## src/sv/message_stream_deframer_defines.svh

```systemverilog
// Assertion macros for the deframer RTL.
`ifndef MESSAGE_STREAM_DEFRAMER_DEFINES_SVH
`define MESSAGE_STREAM_DEFRAMER_DEFINES_SVH

// Plain property checked on every clock edge outside reset.
`define MDF_ASSERT(lbl, prop, msg) \
  lbl: assert property (@(posedge clk_i) disable iff (!rst_ni) (prop)) else $error(msg);

// Implication checked on every clock edge outside reset.
`define MDF_ASSERT_IMP(lbl, ante, cons, msg) \
  lbl: assert property (@(posedge clk_i) disable iff (!rst_ni) (ante) |-> (cons)) \
    else $error(msg);

// Implication whose consequent is checked in the following cycle.
`define MDF_ASSERT_NEXT(lbl, ante, cons, msg) \
  lbl: assert property (@(posedge clk_i) disable iff (!rst_ni) (ante) |=> (cons)) \
    else $error(msg);

`endif

```

## src/sv/mdf_pkg.sv

```systemverilog
package mdf_pkg;

  localparam int unsigned HdrBytes = 1 + 4 + 4 + 4 + 8 + 4;
  localparam int unsigned StoreBytes = HdrBytes - 1;
  localparam int unsigned PosW = $clog2(HdrBytes);

  localparam logic KindHeader = 1'b0;
  localparam logic KindPayload = 1'b1;

  typedef struct packed {
    logic        result_kind;
    logic [7:0]  msg_type;
    logic [31:0] sender_id;
    logic [31:0] target_id;
    logic [31:0] message_id;
    logic [63:0] timestamp_us;
    logic [31:0] payload_length;
    logic [7:0]  payload_byte;
    logic        last_of_message;
  } result_t;

endpackage

```

## src/sv/mdf_in_stage.sv

```systemverilog
module mdf_in_stage (
  input  logic       clk_i,
  input  logic       rst_ni,
  input  logic       in_valid_i,
  output logic       in_ready_o,
  input  logic [7:0] data_byte_i,
  input  logic       adv_i,
  output logic       valid_o,
  output logic [7:0] data_o
);

  logic       valid_q, valid_d;
  logic [7:0] data_q;

  assign in_ready_o = !valid_q || adv_i;
  assign valid_d    = in_ready_o ? in_valid_i : valid_q;
  assign valid_o    = valid_q;
  assign data_o     = data_q;

  always_ff @(posedge clk_i or negedge rst_ni) begin
    if (!rst_ni) begin
      valid_q <= 1'b0;
    end else begin
      valid_q <= valid_d;
    end
  end

  always_ff @(posedge clk_i) begin
    if (in_valid_i && in_ready_o) begin
      data_q <= data_byte_i;
    end
  end

endmodule

```

## src/sv/mdf_core.sv

```systemverilog
`include "message_stream_deframer_defines.svh"

module mdf_core (
  input  logic             clk_i,
  input  logic             rst_ni,
  input  logic             fire_i,
  input  logic [7:0]       byte_i,
  output logic             res_valid_o,
  output mdf_pkg::result_t res_o
);

  localparam int unsigned StoreW = 8 * mdf_pkg::StoreBytes;
  localparam logic [mdf_pkg::PosW-1:0] LastPos = mdf_pkg::PosW'(mdf_pkg::StoreBytes);

  logic [mdf_pkg::PosW-1:0] pos_q, pos_d;
  logic                     in_payload_q, in_payload_d;
  logic [31:0]              remaining_q, remaining_d;
  logic [StoreW-1:0]        store_q;
  logic [StoreW+7:0]        full;
  logic [31:0]              rem_dec;
  logic [31:0]              len;

  assign full    = {store_q, byte_i};
  assign len     = full[31:0];
  assign rem_dec = (remaining_q != 32'd0) ? remaining_q - 32'd1 : 32'd0;

  always_comb begin
    pos_d        = pos_q;
    in_payload_d = in_payload_q;
    remaining_d  = remaining_q;
    res_valid_o  = 1'b0;
    res_o        = '0;
    if (in_payload_q) begin
      res_valid_o          = 1'b1;
      res_o.result_kind    = mdf_pkg::KindPayload;
      res_o.payload_byte   = byte_i;
      res_o.last_of_message = (rem_dec == 32'd0);
      remaining_d          = rem_dec;
      if (rem_dec == 32'd0) begin
        in_payload_d = 1'b0;
      end
    end else if (pos_q < LastPos) begin
      pos_d = pos_q + 1'b1;
    end else begin
      res_valid_o           = 1'b1;
      res_o.result_kind     = mdf_pkg::KindHeader;
      res_o.msg_type        = full[199:192];
      res_o.sender_id       = full[191:160];
      res_o.target_id       = full[159:128];
      res_o.message_id      = full[127:96];
      res_o.timestamp_us    = full[95:32];
      res_o.payload_length  = len;
      res_o.last_of_message = (len == 32'd0);
      pos_d                 = '0;
      if (len != 32'd0) begin
        in_payload_d = 1'b1;
        remaining_d  = len;
      end
    end
  end

  always_ff @(posedge clk_i or negedge rst_ni) begin
    if (!rst_ni) begin
      pos_q        <= '0;
      in_payload_q <= 1'b0;
      remaining_q  <= '0;
    end else if (fire_i) begin
      pos_q        <= pos_d;
      in_payload_q <= in_payload_d;
      remaining_q  <= remaining_d;
    end
  end

  always_ff @(posedge clk_i) begin
    if (fire_i && !in_payload_q && (pos_q < LastPos)) begin
      store_q <= {store_q[StoreW-9:0], byte_i};
    end
  end

  `MDF_ASSERT(a_pos_range, pos_q <= LastPos, "header position out of range")
  `MDF_ASSERT_IMP(a_payload_pos, in_payload_q, pos_q == '0, "payload while collecting header")
  `MDF_ASSERT_IMP(a_empty_last, res_valid_o && !res_o.result_kind && (len == 32'd0),
                  res_o.last_of_message, "empty message not marked last")
  `MDF_ASSERT_NEXT(a_payload_end, fire_i && in_payload_q && (remaining_q == 32'd1),
                   !in_payload_q && (pos_q == '0), "payload did not end on last byte")

endmodule

```

## src/sv/mdf_out_stage.sv

```systemverilog
module mdf_out_stage (
  input  logic             clk_i,
  input  logic             rst_ni,
  input  logic             load_i,
  input  logic             res_valid_i,
  input  mdf_pkg::result_t res_i,
  input  logic             out_ready_i,
  output logic             adv_o,
  output logic             out_valid_o,
  output mdf_pkg::result_t res_o
);

  logic             valid_q, valid_d;
  mdf_pkg::result_t res_q;

  assign adv_o   = !valid_q || out_ready_i;
  assign valid_d = load_i ? res_valid_i : (valid_q && !out_ready_i);

  always_ff @(posedge clk_i or negedge rst_ni) begin
    if (!rst_ni) begin
      valid_q <= 1'b0;
    end else begin
      valid_q <= valid_d;
    end
  end

  always_ff @(posedge clk_i) begin
    if (load_i && res_valid_i) begin
      res_q <= res_i;
    end
  end

  assign out_valid_o = valid_q;
  assign res_o       = res_q;

endmodule

```

## src/sv/message_stream_deframer.sv

```systemverilog
// Splits a byte stream into messages, one byte per transaction. Each message starts with
// a 25-byte big-endian header; the 25th header byte yields one header result, and the
// following payload_length bytes each yield a payload result, the final one (or the header
// itself when the length is zero) flagged by last_of_message. Header bytes 1 to 24 give
// no result. A byte can be accepted every cycle; each accepted byte is held in the input
// register, goes through the framing logic, and its result is captured in the result register
// that drives the outputs. While a result waits in the result register, the byte in the input
// register waits too, so the input stalls once both registers are full.
module message_stream_deframer (
  input  logic        clk_i,
  input  logic        rst_ni,
  input  logic        in_valid_i,
  output logic        in_ready_o,
  input  logic [7:0]  data_byte_i,
  output logic        out_valid_o,
  input  logic        out_ready_i,
  output logic        result_kind_o,
  output logic [7:0]  msg_type_o,
  output logic [31:0] sender_id_o,
  output logic [31:0] target_id_o,
  output logic [31:0] message_id_o,
  output logic [63:0] timestamp_us_o,
  output logic [31:0] payload_length_o,
  output logic [7:0]  payload_byte_o,
  output logic        last_of_message_o
);

  logic             adv;
  logic             s1_valid;
  logic [7:0]       s1_data;
  logic             fire;
  logic             res_valid;
  mdf_pkg::result_t res;
  mdf_pkg::result_t out_res;

  assign fire = s1_valid && adv;

  mdf_in_stage u_in_stage (
    .clk_i       (clk_i),
    .rst_ni      (rst_ni),
    .in_valid_i  (in_valid_i),
    .in_ready_o  (in_ready_o),
    .data_byte_i (data_byte_i),
    .adv_i       (adv),
    .valid_o     (s1_valid),
    .data_o      (s1_data)
  );

  mdf_core u_core (
    .clk_i       (clk_i),
    .rst_ni      (rst_ni),
    .fire_i      (fire),
    .byte_i      (s1_data),
    .res_valid_o (res_valid),
    .res_o       (res)
  );

  mdf_out_stage u_out_stage (
    .clk_i       (clk_i),
    .rst_ni      (rst_ni),
    .load_i      (fire),
    .res_valid_i (res_valid),
    .res_i       (res),
    .out_ready_i (out_ready_i),
    .adv_o       (adv),
    .out_valid_o (out_valid_o),
    .res_o       (out_res)
  );

  assign result_kind_o     = out_res.result_kind;
  assign msg_type_o        = out_res.msg_type;
  assign sender_id_o       = out_res.sender_id;
  assign target_id_o       = out_res.target_id;
  assign message_id_o      = out_res.message_id;
  assign timestamp_us_o    = out_res.timestamp_us;
  assign payload_length_o  = out_res.payload_length;
  assign payload_byte_o    = out_res.payload_byte;
  assign last_of_message_o = out_res.last_of_message;

endmodule

```

## config.mk

```make
export PLATFORM = sky130hd
export DESIGN_NAME = message_stream_deframer
export DESIGN_NICKNAME = d
export VERILOG_FILES = /design/src/sv/mdf_pkg.sv /design/src/sv/mdf_in_stage.sv /design/src/sv/mdf_core.sv /design/src/sv/mdf_out_stage.sv /design/src/sv/message_stream_deframer.sv
export VERILOG_INCLUDE_DIRS = /design/src /design/src/sv
export SDC_FILE = /design/constraint.sdc
export NUM_CORES = 1
export LEC_CHECK = 0
export ABC_CLOCK_PERIOD_IN_PS = 6200
export BUFFER_PORTS_ARGS = -buffer_cell sky130_fd_sc_hd__buf_2
export CAP_MARGIN = 40
export CORE_ASPECT_RATIO = 0.5
export CORE_MARGIN = 3
export CORE_UTILIZATION = 57
export DETAILED_ROUTE_END_ITERATION = 12
export PLACE_DENSITY = 0.79
export SYNTH_ARGS = -nofsm -noshare
export SYNTH_HDL_FRONTEND = slang
export SYNTH_SLANG_ARGS = --single-unit
export TNS_END_PERCENT = 20
```

## constraint.sdc

```tcl
create_clock -name clk_i -period 6.2 [get_ports clk_i]
set_input_delay 0.62 -clock clk_i [delete_from_list [all_inputs] [get_ports clk_i]]
set_output_delay 0.62 -clock clk_i [all_outputs]
set_load 0.02 [all_outputs]
```

==> results of run 1 <==
==> layout make-up <==
cell class                 instances  area (sq um)  share of cell area (%)
tap                              382         478.0                   2.470
sequential                       450         13310                   68.80
clock buffer                      47          1006                   5.199
timing repair buffer             236          1286                   6.648
multi-input combinational        491          2943                   15.21
inverter                          21         93.84                  0.4850
clock inverter                    20         229.0                   1.183
==> placed cells by master (no fill, tap or decap), types with 3 or more instances in the layout <==
cell / instances
edfxtp_1: 410
buf_2: 223
and2_1: 194
o21ai_0: 48
dfrtp_1: 40
clkbuf_16: 39
nor3_1: 35
nor2_1: 33
a21oi_1: 29
nand2_1: 28
nor4_1: 24
inv_1: 18
clkinv_1: 10
nand4_1: 8
o22ai_1: 8
a22o_1: 8
clkbuf_1: 8
buf_4: 7
nand3_1: 6
or2_2: 5
or4_1: 5
a32oi_1: 5
bufinv_16: 5
nand2b_1: 4
clkinv_2: 4
buf_12: 4
o21bai_1: 3
a2bb2oi_1: 3
or3_1: 3
o2111ai_1: 3
a22oi_1: 3
o32ai_1: 3
==> sequential cells by signal, summed over array words and instances, names as in the netlist <==
register	cells
u_out_stage.out_valid_o	1
u_core.in_payload_q	1
u_core.remaining_q	32
u_out_stage.res_o	210
u_core.store_q	192
u_in_stage.valid_o	1
u_in_stage.data_o	8
u_core.pos_q	5
==> through the flow <==
stage / power [mW] / worst slack [ns] / hold WS, ns / util (%) / std cells
floorplan: 5.832 / 0.2950 / 0.3244 / - / 1011
CTS: 8.748 / 2.738 / 0.2415 / 68.76 / 1647
global route: 9.094 / 2.360 / 0.2471 / 68.76 / 1647
finish: 8.685 / 2.669 / 0.2642 / 68.76 / 1647
global placement: 6.249 / 2.871 / 0.4190 / 64.07 / 1575
detailed placement: 6.352 / 2.754 / 0.4228 / 64.34 / 1579
==> kinds of logic (layout without fill, tap and decap cells) <==
group           Yosys count  in the layout
compound gates          127            127
xor+xnor                  3              3
fa+ha+maj                 2              2
buf+inv                  70            324
flops                   450            450
mux                       1              1
simple gates            358            358
==> power by group <==
group / internal [mW] / switching [mW]
Clock: 1.37 / 1.03
Combinational: 0.415 / 1.04
Sequential: 4.36 / 0.472
==> worst paths after layout <==
check,start,to,slack (ns),cells after the start
hold / removal,data_byte_i[7],u_in_stage.data_o[7],0.26,1
setup reg to reg,u_core.remaining_q[0],u_core.remaining_q[17],2.67,10
setup / recovery,u_core.remaining_q[0],u_core.remaining_q[17],2.67,10
max in group asynchronous,rst_ni,u_core.remaining_q[20],5.23,3
min in group asynchronous,rst_ni,u_core.pos_q[1],0.48,2
hold reg to reg,u_core.store_q[132],u_core.store_q[140],0.44,0
==> repair_timing <==
item,CTS,global route
hold endpoints to repair,7,0
setup endpoints to repair,0,0
hold buffers,1,0
==> routing by layer <==
metal | GRT usage [%] | wire length (um)
met5 | 0 | 0
met4 | 7.822 | 1239
met3 | 4.626 | 2097
met2 | 35.80 | 16410
met1 | 27.78 | 13410
==> worst max-delay path: cells and delay by family (launching register included) <==
| kind | cells | cell delay (ns) |
|---|---|---|
| and+or+nand+nor | 4 | 1.83 |
| buffers and inverters | 2 | 0.46 |
| DFF | 1 | 0.44 |
| AOI/OAI and AO/OA | 3 | 0.40 |
| adders and majority gates | 1 | 0.26 |
==> results.json, run 1 <==
{
  "end_kind": "flip-flop",
  "ys_seq_area_share_pct": 80.51,
  "hold_class": "input pin to flip-flop",
  "dp_hpwl_mm": 21.31,
  "grt_max_degree": 146,
  "setup_viol": 0,
  "cts_sinks": 450,
  "gp_congestion": 0.8747,
  "final_layout_size_suffix_gt1_share_pct": 23.56,
  "synthFlopType": "edfxtp_1",
  "clk_pin_slew_ns": 0.06,
  "cp_common_cell": "o21ai_0",
  "synth.most_common_cell": "edfxtp_1",
  "finalCritPeriodShare_pct": 56.95,
  "finalHoldViolCount": 0,
  "nets": 1253,
  "finalCriticalPeriod_ns": 3.531,
  "postCtsSetupRepairBufs": 0,
  "synthXorXnorAreaFrac_pct": 0.2043,
  "grtUsageTotal_pct": 21.30,
  "netlist_area_sq_mm": 0.01653,
  "core_sq_mm": 0.02814,
  "status": "finished clean",
  "skew_ns": 0.01594,
  "cp_slowest_cell": "nor3b_1",
  "grt_setup_unrepaired": "no",
  "cp_data_arrival_time_ns": 3.93,
  "num_vias": 9152,
  "synth_top_family_by_area": "simple AND/OR/NAND/NOR gates",
  "synth_cells": 1011,
  "cp_max_fo": 29,
  "pwr_density_cell_mw_per_mm2": 448.9,
  "drcViolationCount": 0,
  "synth_top_area_share_pct": 74.46,
  "clk_latency_ns": 0.53,
  "synth_nets": 1025,
  "yosys_warnings": 0,
  "synth_simple_gate_area_share_pct": 12.55,
  "antenna_cells": 0,
  "worstSetupPathType": "flip-flop to flip-flop",
  "die_x_um": 246.9,
  "worstPathRequired_ns": 6.60,
  "die_y_um": 126.4,
  "fin_tns_setup_ns": 0,
  "synthMuxAreaShare_pct": 0.06054,
  "synth-compound-area-share_pct": 4.782,
  "worst_slew_pin_slew_ns": 0.8677,
  "cts-root-buf": "clkbuf_16",
  "grt_pass1_vias": 9093,
  "ys_types": 56,
  "place_area_sq_mm": 0.01810,
  "h-tree-depth": 2,
  "antenna_left": 0,
  "areaGrowthSynthToFinish_pct": 17.02,
  "synth-edff-count": 410,
  "synthAdderAreaFrac_pct": 0.1513,
  "via_per_inst": 5.557,
  "ys_seq_elements": 450,
  "finalInstanceArea_sq_mm": 0.01935,
  "rows": 43,
  "cts_made_buffers": 39,
  "first_iter_violations": 809,
  "firstDrtPassIters": 5,
  "port_buffers": 223,
  "tritoncts": "yes",
  "report.final.slew_viol_count": 0,
  "ioPinCount": 224,
  "routed_wl_mm": 33.16,
  "clock_path_buffers": 3,
  "grt-ovfl-total": 0,
  "fillers": 1879,
  "post_drt_wl_per_cell_um": 20.13,
  "cap_violations": 0,
  "slew_headroom_pct": 41.62,
  "yosys-top-cells-count": "410 x edfxtp_1, 194 x and2_1, 48 x o21ai_0",
  "avgSynthCellArea_sq_um": 16.35,
  "initial_utilization_pct": 58.76,
  "async_reset_ff_share_pct": 8.889,
  "grt_pass1_wl_mm": 51.44,
  "cp-start-kind": "flip-flop",
  "cts_resized": 0,
  "leakage_nw": 7.309,
  "timing.fmax_ghz": 0.2832,
  "path_cells": "inv_1, ha_1, nor3b_1, and4_1, and3_1, nand2b_1, buf_4, a21oi_1, o21ai_0, o21ai_0",
  "ir_drop_v": 0.0003007,
  "synthTopCellsByArea": "edfxtp_1 74%, and2_1 7.3%, dfrtp_1 6.1%",
  "antenna_found_initial": 0,
  "synth_top_area_cell": "edfxtp_1",
  "dieArea_sq_mm": 0.03121,
  "max_stage_delay_ns": 0.66
}
(Power assumes the default switching activity.)
==> run 2, diff against run 1 <==
--- a/config.mk
+++ b/config.mk
@@ -6,14 +6,15 @@
 export SDC_FILE = /design/constraint.sdc
 export NUM_CORES = 1
 export LEC_CHECK = 0
-export ABC_CLOCK_PERIOD_IN_PS = 6200
+export ABC_AREA = 1
+export ABC_CLOCK_PERIOD_IN_PS = 3000
 export BUFFER_PORTS_ARGS = -buffer_cell sky130_fd_sc_hd__buf_2
 export CAP_MARGIN = 40
 export CORE_ASPECT_RATIO = 0.5
 export CORE_MARGIN = 3
-export CORE_UTILIZATION = 57
+export CORE_UTILIZATION = 52
 export DETAILED_ROUTE_END_ITERATION = 12
-export PLACE_DENSITY = 0.79
+export PLACE_DENSITY = 0.76
 export SYNTH_ARGS = -nofsm -noshare
 export SYNTH_HDL_FRONTEND = slang
 export SYNTH_SLANG_ARGS = --single-unit
==> constraint.sdc (replaced) <==
create_clock -name clk_i -period 3 [get_ports clk_i]
set_input_delay 0.3 -clock clk_i [delete_from_list [all_inputs] [get_ports clk_i]]
set_output_delay 0.3 -clock clk_i [all_outputs]
set_load 0.02 [all_outputs]
==> run 2 against run 1 <==
Sequential power rose by 110%. Fmax up 41%. Clock-buffer cell count unchanged. First-iteration DRC count shrank 0.74%. Synthesized area is 3.8% higher. Final cell count is 28% higher. Flip-flop and latch count is the same. Clock skew decreased by 0.0013 ns. Sequential share of layout area decreased by 3.4 points. Critical path depth increased by 3. Routed wire length grew 12%. Via count up 13%. Highest routed layer unchanged.
==> results.json, run 2 <==
{
  "cts-root-buf": "clkbuf_16",
  "postCtsSetupRepairBufs": 0,
  "layout_common_cells": "410 x edfxtp_1, 297 x nor2_1, 234 x inv_1, 223 x buf_2, 178 x nand2_1",
  "die_y_um": 134.5,
  "status": "finished clean",
  "cp-start-kind": "flip-flop",
  "cts_resized": 0,
  "worst_slack_ns": 0.5035,
  "cts_sinks": 450,
  "clk_pin_slew_ns": 0.07,
  "pwr_density_cell_mw_per_mm2": 948.1,
  "report.final.slew_viol_count": 0,
  "ys_seq_area_share_pct": 77.55,
  "regToRegStartpoint": "u_core.remaining_q[0]",
  "h-tree-depth": 2,
  "cp_data_arrival_time_ns": 2.93,
  "synth-edff-count": 410,
  "die_x_um": 263.0,
  "r2r_slack_ns": 0.50,
  "clock_path_buffers": 3,
  "leakage_nw": 8.761,
  "grt_setup_unrepaired": "no",
  "p_total_mw": 19.31,
  "cts_made_buffers": 39,
  "routed_wl_mm": 37.21,
  "antenna_left": 0,
  "nets": 1655,
  "timing.fmax_ghz": 0.4006,
  "core_sq_mm": 0.03212,
  "final_layout_size_suffix_gt1_share_pct": 20.06,
  "firstDrtPassIters": 5,
  "grt_pass1_wl_mm": 57.02,
  "async_reset_ff_share_pct": 8.889,
  "via_per_inst": 4.939,
  "netlist_area_sq_mm": 0.01717,
  "yosys-top-cells-count": "410 x edfxtp_1, 300 x nor2_1, 236 x inv_1",
  "antenna_found_initial": 0,
  "synth_cells": 1377,
  "areaGrowthSynthToFinish_pct": 18.65,
  "initial_utilization_pct": 53.46,
  "ys_types": 34,
  "dp_hpwl_mm": 25.81,
  "avgSynthCellArea_sq_um": 12.47,
  "post_drt_wl_per_cell_um": 17.70,
  "synthFlopType": "edfxtp_1",
  "dieArea_sq_mm": 0.03536,
  "layout_commonest_cell": "edfxtp_1",
  "drcViolationCount": 0,
  "skew_ns": 0.01466,
  "rows": 46,
  "first_iter_violations": 803,
  "synth_top_area_share_pct": 71.71,
  "ir_drop_v": 0.0004516,
  "synthTopCellsByArea": "edfxtp_1 72%, nor2_1 6.6%, dfrtp_1 5.8%",
  "tritoncts": "yes",
  "ioPinCount": 224,
  "yosys_warnings": 0,
  "finalCritPeriodShare_pct": 83.22,
  "synth.most_common_cell": "edfxtp_1",
  "gp_congestion": 0.9385,
  "antenna_cells": 0,
  "clk_latency_ns": 0.54,
  "dpl_worst_slack_ns": 0.5329,
  "worstSetupStartpoint": "u_core.remaining_q[0]",
  "grt_max_degree": 81,
  "cp_max_fo": 5,
  "grt-ovfl-total": 0,
  "slew_headroom_pct": 53.66,
  "synth_top_area_cell": "edfxtp_1",
  "setup_viol": 0,
  "worstSetupPathType": "flip-flop to flip-flop",
  "crit_end": "u_core.in_payload_q",
  "r2r-end": "u_core.in_payload_q",
  "fin_tns_setup_ns": 0,
  "ys_seq_elements": 450,
  "reg2reg_depth": 13,
  "finalHoldViolCount": 0,
  "grt_pass1_vias": 10340,
  "num_vias": 10380,
  "cap_violations": 0,
  "end_kind": "flip-flop",
  "port_buffers": 223,
  "grtUsageTotal_pct": 20.85,
  "largest_register_ffs": 210,
  "worstPathRequired_ns": 3.43,
  "hold_class": "input pin to flip-flop",
  "worst_slew_pin_slew_ns": 0.6934,
  "finalCriticalPeriod_ns": 2.497,
  "synth_nets": 1391
}
## run 2: layout make-up
type / instances / area, sq um
Multi-Input combinational cell: 649 / 2805
Timing Repair Buffer: 260 / 1564
Tap cell: 432 / 540.5
Clock buffer: 47 / 1006
Fill cell: 2453 / 11750
Sequential cell: 450 / 13310
Inverter: 241 / 913.4
Clock inverter: 23 / 226.5
## run 2: worst min path at each step
| stage | from | end | slack, ns | cells after the start |
|---|---|---|---|---|
| finish | out_ready_i | u_in_stage.valid_o | 0.07 | 4 |
| floorplan | rst_ni | u_core.in_payload_q | 0.004 | 0 |
| detailed placement | rst_ni | u_core.remaining_q[5] | 0.35 | 1 |
| CTS | out_ready_i | u_in_stage.valid_o | 0.05 | 4 |
| global route | out_ready_i | u_out_stage.out_valid_o | 0.1 | 4 |
| global placement | u_core.store_q[126] | u_core.store_q[134] | 0.43 | 0 |
## run 2: cell families after synthesis
group | Yosys count | synth area share (%)
adder cells (fa/ha/maj) | 2 | 0.1457
flip-flops | 450 | 77.55
buffers and inverters | 278 | 6.275
AND/OR/NAND/NOR | 560 | 13.25
AO/OA/AOI/OAI | 81 | 2.478
XOR/XNOR | 6 | 0.3061
## run 2: timing repair
item / CTS / global route
hold buffers: 10 / 0
setup endpoints to repair: 0 / 0
endpoints found under the hold margin: 30 / 0
## run 2: layer usage
layer	wire, um	global-route usage, %	up-vias	part of all wire [%]
met5	0	0	-	0
met4	1026	6.632	0	2.8
met3	1946	3.714	69	5.2
met2	18950	36.67	284	51
met1	15290	26.77	5000	41
li1	-	-	5028	-
## run 2: where the power goes
part	leakage, nW	switching [mW]	internal, mW	total, mW
registers	4.42	0.970	9.13	10.1
clock network	0.600	2.23	2.68	4.91
logic	3.74	3.12	1.17	4.30
## run 2: critical path: stages, from the launching register on
cell	delay [ns]
dfrtp_1	0.40
inv_1	0.10
ha_1	0.24
nand2_2	0.11
nor2_2	0.24
nand2_1	0.12
nor2_1	0.33
o21ai_0	0.26
nor2_2	0.18
nand3_1	0.08
nor2_1	0.11
nand3_1	0.09
nand2_1	0.07
nand2_1	0.05
## run 2: metrics by stage
step | area, sq um | instances | utilization [%] | hold slack (ns)
2_1_floorplan | 17220 | 1377 | - | 0.004409
3_3_place_gp | 19010 | 2021 | 59.19 | 0.4271
3_5_place_dp | 19040 | 2022 | 59.28 | 0.3505
4_1_cts | 20370 | 2102 | 63.43 | 0.05402
5_1_grt | 20370 | 2102 | 63.43 | 0.09984
6_report | 20370 | 2102 | 63.43 | 0.07161
==> run 3, diff against run 2 <==
--- a/config.mk
+++ b/config.mk
@@ -6,15 +6,15 @@
 export SDC_FILE = /design/constraint.sdc
 export NUM_CORES = 1
 export LEC_CHECK = 0
-export ABC_AREA = 1
-export ABC_CLOCK_PERIOD_IN_PS = 3000
+export ABC_AREA = 0
+export ABC_CLOCK_PERIOD_IN_PS = 2200
 export BUFFER_PORTS_ARGS = -buffer_cell sky130_fd_sc_hd__buf_2
 export CAP_MARGIN = 40
 export CORE_ASPECT_RATIO = 0.5
 export CORE_MARGIN = 3
-export CORE_UTILIZATION = 52
+export CORE_UTILIZATION = 51
 export DETAILED_ROUTE_END_ITERATION = 12
-export PLACE_DENSITY = 0.76
+export PLACE_DENSITY = 0.75
 export SYNTH_ARGS = -nofsm -noshare
 export SYNTH_HDL_FRONTEND = slang
 export SYNTH_SLANG_ARGS = --single-unit
==> constraint.sdc (replaced) <==
create_clock -name clk_i -period 2.2 [get_ports clk_i]
set_input_delay 0.22 -clock clk_i [delete_from_list [all_inputs] [get_ports clk_i]]
set_output_delay 0.22 -clock clk_i [all_outputs]
set_load 0.02 [all_outputs]
==> run 3 against run 2 <==
The flow now finishes with violations (negative setup slack). Largest power group unchanged. First-iteration DRC count up 10%. Worst hold slack got worse by 0.045 ns. Register-to-register slack got worse by 0.89 ns. Critical endpoint unchanged. Die area fell by 1.7%. Sequential power increased by 32%. Routed wire length down 0.37%. Utilization rose by 4.5 points. Non-clock buffer count rose by 119. Critical path depth is 6 lower. Global-route usage increased by 0.62 points.
==> results.json, run 3 (synthesis results as in run 1) <==
{
  "antenna_cells": 0,
  "die_x_um": 260.6,
  "grt_setup_unrepaired": "yes",
  "nets": 1396,
  "core_sq_mm": 0.03114,
  "timing.fmax_ghz": 0.3862,
  "pwr_density_cell_mw_per_mm2": 1262,
  "clock_path_buffers": 3,
  "cp_data_arrival_time_ns": 3.02,
  "tritoncts": "yes",
  "dpl.cell_count": 1742,
  "slew_headroom_pct": 48.30,
  "antenna_left": 0,
  "areaGrowthSynthToFinish_pct": 28.00,
  "layout_common_cells": "410 x edfxtp_1, 223 x buf_2, 194 x and2_1, 117 x buf_4, 40 x clkbuf_16",
  "port_buffers": 223,
  "ir_drop_v": 0.0008171,
  "min_path_cells": 3,
  "via_per_inst": 5.290,
  "cap_violations": 0,
  "sw_frac_of_total_pct": 29.84,
  "layout_commonest_cell": "edfxtp_1",
  "violations": "negative setup slack",
  "switching_power_mw": 7.972,
  "hold_class": "input pin to flip-flop",
  "initial_utilization_pct": 53.10,
  "grt_max_degree": 89,
  "hold_slack_ns": 0.02668,
  "gp_congestion": 0.9269,
  "clkPwrFrac_pct": 26.2,
  "clk_pin_slew_ns": 0.07,
  "post_drt_wl_per_cell_um": 20.20,
  "worstPathRequired_ns": 2.63,
  "finalHoldViolCount": 0,
  "finalCritPeriodShare_pct": 117.7,
  "first_iter_violations": 887,
  "largest_register_ffs": 210,
  "final_layout_size_suffix_gt1_share_pct": 34.49,
  "h-tree-depth": 2,
  "fin_util_pct": 67.97,
  "finalCriticalPeriod_ns": 2.589,
  "routed_wl_mm": 37.07,
  "worst_slack_ns": -0.3893,
  "drcViolationCount": 0,
  "worstSetupPathType": "flip-flop to flip-flop",
  "rows": 45,
  "grtUsageTotal_pct": 21.47,
  "die_y_um": 133.3,
  "place_area_sq_mm": 0.01919,
  "firstDrtPassIters": 5,
  "reg2reg_depth": 7,
  "cp_max_fo": 4,
  "skew_ns": 0.01589,
  "instances_no_fill": 1835,
  "cts-root-buf": "clkbuf_16",
  "grt-ovfl-total": 0,
  "dieArea_sq_mm": 0.03475,
  "comb_power_share_pct": 23.8,
  "power.internal_mw": 18.74,
  "report.final.slew_viol_count": 0,
  "grt_pass1_vias": 10070,
  "antenna_found_initial": 0,
  "end_kind": "flip-flop",
  "ioPinCount": 224,
  "status": "complete, but fails checks",
  "cts_made_buffers": 39,
  "dp_hpwl_mm": 24.69,
  "leakage_nw": 8.145,
  "num_vias": 9708,
  "worst_slew_pin_slew_ns": 0.7736,
  "setup_viol": 21,
  "cts_sinks": 450,
  "cp-start-kind": "flip-flop",
  "pwr-share-seq_pct": 49.9,
  "finalInstanceArea_sq_mm": 0.02116,
  "clk_latency_ns": 0.54,
  "grt_pass1_wl_mm": 57.18
}
==> run 3: final timing paths <==
path	slack [ns]	to	startpoint
min in group asynchronous	0.18	u_core.remaining_q[14]	rst_ni
worst max register to register	-0.39	u_core.in_payload_q	u_core.remaining_q[7]
max in group asynchronous	1.50	u_core.remaining_q[20]	rst_ni
worst min register to register	0.44	u_core.store_q[128]	u_core.store_q[120]
worst max-delay path	-0.39	u_core.in_payload_q	u_core.remaining_q[7]
worst min-delay path	0.03	u_in_stage.valid_o	out_ready_i
==> run 3: area by class of cell <==
cell class                      count  area (sq um)
Multi-Input combinational cell    491          3312
Clock inverter                     22         289.0
Clock buffer                       49          1013
Timing Repair Buffer              379          2620
Fill cell                        2110          9972
Tap cell                          423         529.3
Sequential cell                   450         13310
Inverter                           21         86.33
==> run 3: per-stage QoR <==
step	setup TNS [ns]	power, mW	worst slack [ns]
after global routing	-4.649	27.95	-0.4862
after global placement	-8.057	18.90	-0.5203
after CTS	-1.323	26.63	-0.3555
final	-1.865	26.72	-0.3893
after floorplan	-821.37	16.34	-2.176
after detailed placement	-6.278	19.17	-0.5277
==> run 3: critical path: stages (launching register included) <==
cell	delay [ns]
dfrtp_1	0.38
or4_4	0.58
or4_4	0.53
xnor2_2	0.18
o2111ai_2	0.16
a2111oi_4	0.37
o21bai_4	0.09
a22o_1	0.18
==> run 3: repair_timing <==
item                                    4_1_cts  5_1_grt
setup buffers                                 8        1
hold buffers                                 10        0
endpoints found under the hold margin        26        0
endpoints found under the setup margin       32       34
gates resized for setup                      64       44
pin swaps                                    23       22
cloned                                        2        1
==> run 3: power groups by stage <==
stage               clock network [mW]  logic [mW]  registers [mW]
finish                            7.01        6.37            13.3
global route                      7.51        6.88            13.6
CTS                               7.16        6.17            13.3
detailed placement                   0        5.74            13.4
global placement                     0        5.60            13.3
floorplan                            0        2.49            13.8
==> run 3: routing by layer <==
layer	GRT usage (%)	vias to the layer above	share of wire (%)
met5	0	-	0
met4	8.004	0	3.4
met3	3.533	81	4.2
met2	38.48	265	52
met1	26.43	4857	40
li1	-	4505	-
